--- src/rtl/cpde_pkg.sv ---
// ----------------------------------------------------------------------------
// cpde_pkg
// Types and constants shared by the count profile delta encoder modules.
// ----------------------------------------------------------------------------
package cpde_pkg;

  localparam int COUNT_W  = 15;
  localparam int DIFF_W   = 16;
  localparam int RUN_W    = 6;
  localparam int REPORT_W = 48;
  localparam int MAX_BYTES = 3;

  localparam logic [RUN_W-1:0]   RUN_FULL    = 6'd63;
  localparam logic [COUNT_W-1:0] ABS_SHORT   = 15'd128;
  localparam logic [DIFF_W-1:0]  DIFF_POS_LIM = 16'd32;
  localparam logic [DIFF_W-1:0]  DIFF_NEG_LIM = 16'hffe1;
  localparam logic [1:0]         SHORT_TAG   = 2'b01;
  localparam logic               LONG_TAG    = 1'b1;

  typedef logic [7:0] byte_t;
  typedef byte_t [MAX_BYTES-1:0] byte_list_t;

  // Per-read encoder context
  typedef struct packed {
    logic               start;
    logic [COUNT_W-1:0] prev;
    logic [RUN_W-1:0]   run;
  } enc_state_t;

  // Bytes produced by one sample
  typedef struct packed {
    byte_list_t bytes;
    logic [1:0] n;
  } enc_out_t;

endpackage

--- src/rtl/cpde_encode.sv ---
// ----------------------------------------------------------------------------
// cpde_encode
// Combinational encoder for one count sample: absolute first count, delta
// bytes, zero-run handling and end-of-read run flush. Yields 0..3 bytes and
// the next per-read context.
// ----------------------------------------------------------------------------
module cpde_encode import cpde_pkg::*; (
  input  enc_state_t         cur,
  input  logic [COUNT_W-1:0] count,
  input  logic               read_last,
  output enc_state_t         nxt,
  output enc_out_t           res
);

  logic [DIFF_W-1:0] d;
  logic [RUN_W-1:0]  run_inc;

  assign d       = {1'b0, count} - {1'b0, cur.prev};
  assign run_inc = cur.run + RUN_W'(1);

  always_comb begin
    logic [RUN_W-1:0] run_n;
    logic [1:0]       k;
    res.bytes = '0;
    k         = 2'd0;
    run_n     = '0;

    if (cur.start) begin
      if (count < ABS_SHORT) begin
        res.bytes[k] = count[7:0];
        k = k + 2'd1;
      end else begin
        res.bytes[k] = {LONG_TAG, count[14:8]};
        k = k + 2'd1;
        res.bytes[k] = count[7:0];
        k = k + 2'd1;
      end
    end else if (d == '0) begin
      if (run_inc == RUN_FULL) begin
        res.bytes[k] = {2'b00, RUN_FULL};
        k = k + 2'd1;
      end else begin
        run_n = run_inc;
      end
    end else begin
      if (cur.run != '0) begin
        res.bytes[k] = {2'b00, cur.run};
        k = k + 2'd1;
      end
      if (d > DIFF_NEG_LIM || d < DIFF_POS_LIM) begin
        res.bytes[k] = {SHORT_TAG, d[5:0]};
        k = k + 2'd1;
      end else begin
        res.bytes[k] = {LONG_TAG, d[14:8]};
        k = k + 2'd1;
        res.bytes[k] = d[7:0];
        k = k + 2'd1;
      end
    end

    // end of read flushes whatever run is still pending
    if (read_last && run_n != '0) begin
      res.bytes[k] = {2'b00, run_n};
      k = k + 2'd1;
      run_n = '0;
    end

    res.n     = k;
    nxt.start = read_last;
    nxt.prev  = count;
    nxt.run   = run_n;
  end

endmodule

--- src/rtl/count_profile_delta_encoder.sv ---
// ----------------------------------------------------------------------------
// count_profile_delta_encoder
// Delta / zero-run byte encoder for per-read k-mer count profiles.
// ----------------------------------------------------------------------------
// Input channel (in_valid / in_stall): one beat per count sample (kind = 0,
// count, read_last) or per empty read (kind = 1, other fields ignored).
// Output channel (out_valid / out_stall): one beat per encoded byte; an empty
// read gives one beat with has_byte = 0 and read_done = 1. The beat that
// closes a read carries read_done and the running byte offset. last_of_item
// marks the final beat caused by an input beat.
// A sample's first result shows on out_valid in the cycle after it is accepted.
// A zero delta that neither fills the run nor ends the read gives no beat.
// Throughput: one input beat per cycle while each sample yields at most one
// byte and out_stall is low; a multi-byte sample holds the input until the
// single result register, one byte per unstalled cycle, sends its last byte.
// Reset (rst, synchronous): the next sample starts a read, previous count,
// pending run and byte offset clear, the result register empties.
// A stalled receiver holds the current beat; the input stalls once the
// result register cannot drain its last byte in the same cycle.
// ----------------------------------------------------------------------------
module count_profile_delta_encoder import cpde_pkg::*; #(
  parameter int OFFSET_BITS = 48
) (
  input  logic                clk,
  input  logic                rst,
  input  logic                in_valid,
  output logic                in_stall,
  input  logic                kind,
  input  logic [COUNT_W-1:0]  count,
  input  logic                read_last,
  output logic                out_valid,
  input  logic                out_stall,
  output logic                has_byte,
  output logic [7:0]          out_byte,
  output logic                read_done,
  output logic [REPORT_W-1:0] read_end_offset,
  output logic                last_of_item
);

  enc_state_t st, st_next;
  enc_out_t   enc;
  logic [OFFSET_BITS-1:0] offset, offset_next;

  // result register
  logic                   pend_valid;
  logic                   pend_empty;
  logic                   pend_last;
  byte_list_t             pend_bytes;
  logic [1:0]             pend_n;
  logic [1:0]             idx;
  logic [OFFSET_BITS-1:0] pend_off;

  logic accept, take, final_beat, load;
  logic [1:0] pend_cnt;

  cpde_encode u_enc (
    .cur       (st),
    .count     (count),
    .read_last (read_last),
    .nxt       (st_next),
    .res       (enc)
  );

  assign offset_next = offset + OFFSET_BITS'(enc.n);

  assign pend_cnt   = pend_empty ? 2'd1 : pend_n;
  assign final_beat = (idx == pend_cnt - 2'd1);
  assign take       = pend_valid && !out_stall;
  assign in_stall   = pend_valid && !(take && final_beat);
  assign accept     = in_valid && !in_stall;
  assign load       = accept && (kind || enc.n != 2'd0);

  always_ff @(posedge clk) begin
    if (rst) begin
      st.start   <= 1'b1;
      st.prev    <= '0;
      st.run     <= '0;
      offset     <= '0;
      pend_valid <= 1'b0;
      idx        <= '0;
    end else begin
      if (accept && !kind) begin
        st     <= st_next;
        offset <= offset_next;
      end
      if (load) begin
        pend_valid <= 1'b1;
        idx        <= '0;
      end else if (take) begin
        if (final_beat) pend_valid <= 1'b0;
        else            idx <= idx + 2'd1;
      end
    end
  end

  always_ff @(posedge clk) begin
    if (load) begin
      pend_empty <= kind;
      pend_last  <= read_last;
      pend_bytes <= enc.bytes;
      pend_n     <= enc.n;
      pend_off   <= kind ? offset : offset_next;
    end
  end

  logic [REPORT_W-1:0] off_rep;

  generate
    if (OFFSET_BITS >= REPORT_W) begin : g_cut
      assign off_rep = pend_off[REPORT_W-1:0];
    end else begin : g_ext
      assign off_rep = {{(REPORT_W-OFFSET_BITS){1'b0}}, pend_off};
    end
  endgenerate

  always_comb begin
    case (idx)
      2'd0:    out_byte = pend_bytes[0];
      2'd1:    out_byte = pend_bytes[1];
      default: out_byte = pend_bytes[2];
    endcase
    if (pend_empty) out_byte = '0;
  end

  assign out_valid       = pend_valid;
  assign has_byte        = !pend_empty;
  assign last_of_item    = final_beat;
  assign read_done       = pend_empty || (final_beat && pend_last);
  assign read_end_offset = read_done ? off_rep : '0;

endmodule

--- config.mk ---
export PLATFORM = sky130hd
export DESIGN_NAME = count_profile_delta_encoder
export DESIGN_NICKNAME = d
export VERILOG_FILES = /design/src/rtl/cpde_pkg.sv /design/src/rtl/cpde_encode.sv /design/src/rtl/count_profile_delta_encoder.sv
export SDC_FILE = /design/constraint.sdc
export NUM_CORES = 1
export LEC_CHECK = 0
export BUFFER_PORTS_ARGS = -buffer_cell sky130_fd_sc_hd__clkbuf_2
export CAP_MARGIN = 25
export CORE_ASPECT_RATIO = 1.4
export CORE_MARGIN = 5
export CORE_UTILIZATION = 60
export DETAILED_ROUTE_END_ITERATION = 6
export HOLD_SLACK_MARGIN = 0.02
export PLACE_DENSITY = 0.91
export SLEW_MARGIN = 20
export SYNTH_ARGS = -nofsm -noshare
export SYNTH_HDL_FRONTEND = slang
export SYNTH_SLANG_ARGS = --single-unit
--- constraint.sdc ---
create_clock -name clk -period 8.3 [get_ports clk]
set_clock_uncertainty 0.2 [all_clocks]
set_input_delay 0.415 -clock clk [delete_from_list [all_inputs] [get_ports clk]]
set_output_delay 0.415 -clock clk [all_outputs]
set_load 0.05 [all_outputs]
==> impl_metrics.yaml, run 1 <==
sta:
  fin_tns_setup_ns: 0
  min_period_ns: 7.36
  setup_viol: 0
  finalMaxSlewViolations: 0
  timing.final.crit_share: 0.887
  rsz0062_at_grt: "false"
  slew_headroom: 0.339
  hold_viol: 0
  worstMarginPinSlew_ns: 0.991
  timing.fmax_mhz: 136
min_path:
  hold_path.class: "in2reg"
  whs_path_depth: 3
  hp-start: "count[0]"
  min_to: "st[6]$_SDFFE_PP0P_"
outcome:
  status: "finished, final reports clean"
synth:
  synth_area_leaders: "edfxtp_1 26%, dfxtp_1 16%, xor2_1 4.8%"
  ys_ff_latch: 149
  yosysWarnings: 0
  synth-edff-count: 76
  syn_nets: 1046
  syn-instance-count: 996
  synth_area_leader_cell: "edfxtp_1"
  synth_cell_types: 74
  synth_top_area_share: 0.258
  synth-main-ff-cell: "edfxtp_1"
  ys_seq_area_frac: 0.422
  syn_avg_cell_area_um2: 8.90
  async_reset_ff_frac: 0
  syn_area_um2: 8860
drt:
  wire_per_inst_um: 17.4
  postRouteAntennaNets: 0
  drtPass1Iterations: 5
  dr_total_vias: 7399
  routed_via_density: 5.89
  wirelength_um: 21800
  drt_iter0_markers: 433
  drc: 0
clock_tree:
  post-cts-setup-buffer-count: 0
  insertion_delay_ns: 0.43
  cts_made_buffers: 17
  cts_buffer_depth: 2
  h-tree-depth: 4
  clk_transition_reported_paths_ns: 0.06
  cts-root-buf: "clkbuf_16"
  cts_tree: "done"
  cts.sinks: 149
  postCtsResizedCells: 0
  hold_buffers: 0
power_and_ir_drop:
  net-switching-power_w: 0.000561
  seq_power_share: 0.427
  power_frac_comb: 0.161
  power.density_nw_per_um2: 192
  internal_power_w: 0.00134
  leakagePower_nw: 3.77
  netSwitchingFraction: 0.294
  clockPowerShare: 0.412
  ir_drop_mv: 0.152
global_route:
  grt_use_total: 0.257
  grt_max_degree: 79
  grt_overflow_total: 0
  grt_first_pass_wirelength_um: 36100
  grt_pass1_vias: 7242
  antenna_found_initial: 0
final_layout:
  drive_gt1_frac: 0.147
  layout_commonest_cell: "nand2_1"
  antennaDiodeCount: 0
  stdcell_area_um2: 9910
  area_growth_pct: 11.8
  n_fill_cell: 1106
  final_net_count: 1104
  multiInputGateArea_um2: 4710
  final_cell_mix: "111 x nand2_1, 93 x nor2_1, 81 x clkbuf_2, 79 x a21oi_1, 76 x edfxtp_1"
  ff_latch_area_um2: 3740
floorplanning:
  ioPinCount: 82
  core-area_um2: 14500
  die-area_um2: 17300
  die_h_um: 154
  std_cell_rows: 52
  initial_core_util: 0.611
  die_w_um: 113
place:
  placed_area_um2: 9310
  port_buffers: 81
  gp_congestion: 1.00
  dp_hpwl_um: 15300
worst_setup_path:
  critPathArrivalTime_ns: 7.52
  worstReg2RegStart: "st[6]$_SDFFE_PP0P_"
  crit_required_ns: 8.46
  r2r_end: "offset[47]$_SDFFE_PP0P_"
  rr_worst_depth: 26
  start_kind: "flip-flop"
  cp-startpoint: "st[6]$_SDFFE_PP0P_"
  worst-setup-path-type: "reg2reg"
  worst-r2r-setup-slack_ns: 0.94
  crit_path_end_kind: "flip-flop"
  crit_fanout: 7
flow_run:
  max_cap_viol_count: 0
==> kinds of logic (layout without fill, tap and decap cells) <==
logic type,count (synthesis),count (layout),share of synthesized area
xor+xnor,87,87,0.0860
buf+inv,92,163,0.0483
fa+ha+maj,29,29,0.0426
compound gates,197,197,0.141
mux,10,10,0.0117
flops,149,149,0.422
simple gates,432,432,0.248
==> power by group through the flow <==
stage	logic [W]	registers [W]	clock network [W]
2_1_floorplan	0.000230	0.000827	0
3_3_place_gp	0.000303	0.000829	0
3_5_place_dp	0.000305	0.000830	0
4_1_cts	0.000306	0.000814	0.000790
5_1_grt	0.000333	0.000816	0.000828
6_report	0.000308	0.000814	0.000784
==> worst max-delay path by stage <==
| stage | endpoint | cells past startpoint |
|---|---|---|
| final | offset[47]$_SDFFE_PP0P_ | 26 |
| after global routing | offset[47]$_SDFFE_PP0P_ | 26 |
| after CTS | offset[47]$_SDFFE_PP0P_ | 26 |
| after detailed placement | offset[47]$_SDFFE_PP0P_ | 28 |
| after global placement | offset[43]$_SDFFE_PP0P_ | 28 |
| after floorplan | offset[42]$_SDFFE_PP0P_ | 28 |
==> critical path, cell delays in order, from the launching register on <==
cell and delay [ns]:
dfxtp_1 0.33, ha_1 0.16, inv_1 0.05, fa_1 0.41, a211oi_2 0.25, o21ai_2 0.14
a41oi_1 0.26, xor2_1 0.44, nand2_1 0.16, or4_4 0.46, o21ai_0 0.26, inv_1 0.07
ha_1 0.31, mux2_2 0.26, o21ai_0 0.35, ha_1 0.31, o21ai_0 0.37, ha_1 0.23
a21oi_1 0.07, nor3b_1 0.32, nand4_1 0.24, or4_4 0.50, nor2_2 0.14, nand2_1 0.07
or3_1 0.43, or3_1 0.33, a21oi_1 0.14
==> sequential cells by signal (all words and copies together), names as in the netlist <==
name	flops
idx	2
st	22
pend_empty	1
pend_bytes	24
out_valid	1
pend_n	2
pend_last	1
off_rep	48
offset	48
==> Yosys cell counts (3+ instances only) <==
master and number:
o21ai_1 4, or3_1 32, buf_6 3, and2_1 56, nor4_1 6, and4_1 5
mux2i_1 7, o21a_1 5, o31ai_1 7, nor4_2 3, nand2b_1 6, nor2b_1 6
o211ai_1 7, nor3_1 23, xnor2_1 38, buf_2 5, and3_1 8, nor2_1 93
nand2_1 111, a211oi_2 3, ha_1 27, clkbuf_8 5, dfxtp_1 73, o221ai_1 3
nand3_1 35, or2_2 9, o22ai_1 6, clkbuf_1 35, o21ai_0 34, mux2_2 3
nor2_2 3, nand3b_1 6, a21oi_1 79, inv_1 42, a211oi_1 7, a21o_1 8
a22oi_1 12, edfxtp_1 76, nand4_1 15, xor2_1 49
==> cell type report <==
class | count | area share
Clock inverter | 13 | 0.0167
Inverter | 42 | 0.0159
Timing Repair Buffer | 89 | 0.0470
Tap cell | 189 | 0.0239
Multi-Input combinational cell | 755 | 0.475
Sequential cell | 149 | 0.378
Clock buffer | 19 | 0.0437
==> routing by layer <==
metal / wire length (um) / GRT usage / up-vias
met4: 744 / 0.108 / 0
met5: 0 / 0 / -
met3: 1100 / 0.0535 / 58
met1: 8470 / 0.298 / 3495
li1: - / - / 3605
met2: 11500 / 0.458 / 241
==> per-stage QoR <==
stage               setup WS (ns)  hold WS (ns)   util  instances  total power [W]
floorplan                    1.50         0.236      -        996          0.00106
global placement            0.917         0.241  0.642       1224          0.00113
detailed placement          0.695         0.249  0.642       1224          0.00113
CTS                         0.927        0.0401  0.683       1256          0.00191
global route                0.323        0.0529  0.683       1256          0.00198
finish                      0.941        0.0544  0.683       1256          0.00191
Power figures use the tool's default switching activity.
==> inputs of run 2 (changes only) <==
clock period = 7.3 ns   (was 8.3 ns; I/O delays follow)
==> run 2 against run 1 <==
The run now ends with DRC left. Via count up 3.9%. Clock-buffer cell count decreased by 2. Die area is the same. Sequential power is 14% higher. Core utilization up 0.67 points. First-iteration DRC count is 49% higher. Global-route usage increased by 0.56 points. Register-to-register slack worse by 0.49 ns. Routed wire length increased by 4.1%. Total power is 14% higher.
==> impl_metrics.yaml, run 2 (same netlist as run 1, synthesis figures left out) <==
final_layout:
  antennaDiodeCount: 0
  drive_gt1_frac: 0.158
  final_cells: 1262
  area_growth_pct: 12.9
  final_net_count: 1110
  layout_commonest_cell: "nand2_1"
  final_cell_mix: "111 x nand2_1, 93 x nor2_1, 81 x clkbuf_2, 78 x a21oi_1, 76 x edfxtp_1"
sta:
  slew_headroom: 0.322
  worstMarginPinSlew_ns: 1.02
  setup_viol: 0
  timing.final.crit_share: 0.944
  rsz0062_at_grt: "false"
  timing.fmax_mhz: 145
  finalMaxSlewViolations: 0
  min_period_ns: 6.89
  hold_viol: 0
  fin_tns_setup_ns: 0
min_path:
  hold_path.class: "in2reg"
global_route:
  grt_first_pass_wirelength_um: 37100
  antenna_found_initial: 0
  grt_max_degree: 79
  grt_pass1_vias: 7612
  grt_overflow_total: 0
  grt_use_total: 0.263
worst_setup_path:
  cpMostUsedCell: "ha_1"
  critPathSlowestCell: "or4_4"
  crit_required_ns: 7.45
  worst-r2r-setup-slack_ns: 0.45
  critPathArrivalTime_ns: 7.04
  worst-setup-path-type: "in2reg"
  crit_path_end_kind: "flip-flop"
  crit_fanout: 7
  crit_buf_inv: 3
  crit_family: "simple AND/OR/NAND/NOR gates"
  cpPeakStageDelay_ns: 0.57
  start_kind: "primary input"
drt:
  drc: 12
  wire_per_inst_um: 18.0
  drtPass1Iterations: 7
  wirelength_um: 22700
  routed_via_density: 6.09
  postRouteAntennaNets: 0
  drt_iter0_markers: 646
  dr_total_vias: 7690
power_and_ir_drop:
  leakagePower_nw: 3.81
  ir_drop_mv: 0.171
  power.density_nw_per_um2: 217
floorplanning:
  ioPinCount: 82
  die-area_um2: 17300
  core-area_um2: 14500
  die_w_um: 113
  die_h_um: 154
  initial_core_util: 0.611
  std_cell_rows: 52
place:
  gp_congestion: 1.00
  dp_hpwl_um: 15400
  port_buffers: 81
  place_inst: 1226
clock_tree:
  clk_transition_reported_paths_ns: 0.07
  insertion_delay_ns: 0.43
  cts_buffer_depth: 2
  cts_tree: "done"
  cts_made_buffers: 17
  cts.sinks: 149
  cts-root-buf: "clkbuf_16"
  h-tree-depth: 4
outcome:
  violations: "DRC"
  status: "complete, but fails checks"
flow_run:
  max_cap_viol_count: 0
-- run 2: changes by cell type in the layout (fill, tap and decap cells not counted), moves of 2 or more --
cell           change
xor2_2             +2
dlygate4sd3_1      +4
nor3_1             -2
o21ai_1            +2
o21ai_0            -3
bufinv_16          -2
clkbuf_1           -2
nor3_2             +2
clkinv_8           +4
xor2_1             -2
buf_4              +2
-- run 2: through the flow --
step / hold slack (ns) / worst slack (ns) / util / power (W) / area (um2)
after floorplan: 0.236 / 0.550 / - / 0.00120 / 8860
after global placement: 0.241 / 0.353 / 0.643 / 0.00129 / 9320
after detailed placement: 0.251 / 0.0749 / 0.643 / 0.00129 / 9330
after CTS: 0.0207 / 0.0988 / 0.686 / 0.00217 / 9960
after global routing: 0.0337 / 0.0416 / 0.690 / 0.00225 / 10000
final: 0.0312 / 0.406 / 0.690 / 0.00217 / 10000
-- run 2: final cells by class --
class	count	area (um2)
Multi-Input combinational cell	755	4740
Fill cell	1099	4500
Sequential cell	149	3740
Timing Repair Buffer	95	520
Clock buffer	17	425
Tap cell	189	236
Clock inverter	15	176
Inverter	42	158
-- run 2: final timing paths --
check / from / end / cells after the start
max: count[2] / offset[43]$_SDFFE_PP0P_ / 26
min reg2reg: st[17]$_SDFFE_PP0P_ / st[17]$_SDFFE_PP0P_ / 2
max reg2reg: st[6]$_SDFFE_PP0P_ / offset[43]$_SDFFE_PP0P_ / 26
min: count[4] / st[10]$_SDFFE_PP0P_ / 3
-- run 2: worst reg2reg max path, cell delays in order (launching register included) --
cell and delay, ns:
dfxtp_1 0.35, ha_1 0.18, inv_1 0.06, fa_1 0.40, a211oi_2 0.26, o21ai_2 0.14, a211o_1 0.34, a211oi_2 0.21
a31oi_1 0.11, or4_4 0.58, o21ai_1 0.20, inv_1 0.06, ha_1 0.30, mux2_2 0.26, o21ai_1 0.18, ha_1 0.26
o21ai_1 0.23, ha_1 0.20, a21oi_1 0.07, nor3b_1 0.28, nand4_1 0.22, or4_4 0.51, nor2_2 0.15, nand2_1 0.08
or3_1 0.44, or3_1 0.33, a21oi_1 0.17
-- run 2: routing by layer --
metal / GRT usage / routed length, um / share of wire
met3: 0.0448 / 1340 / 0.059
met2: 0.472 / 11800 / 0.52
met1: 0.285 / 8350 / 0.37
met4: 0.160 / 1240 / 0.055
met5: 0 / 0 / 0
-- run 2: repair_timing --
action	in CTS	in global routing
gates resized for setup	0	10
hold buffers	3	1
endpoints found under the setup margin	0	25
buffers inserted	0	0
hold endpoints to repair	3	1
-- run 2: power breakdown --
part | internal [W] | switching (W)
Clock | 0.000463 | 0.000419
Sequential | 0.000913 | 0.0000117
Combinational | 0.000105 | 0.000256
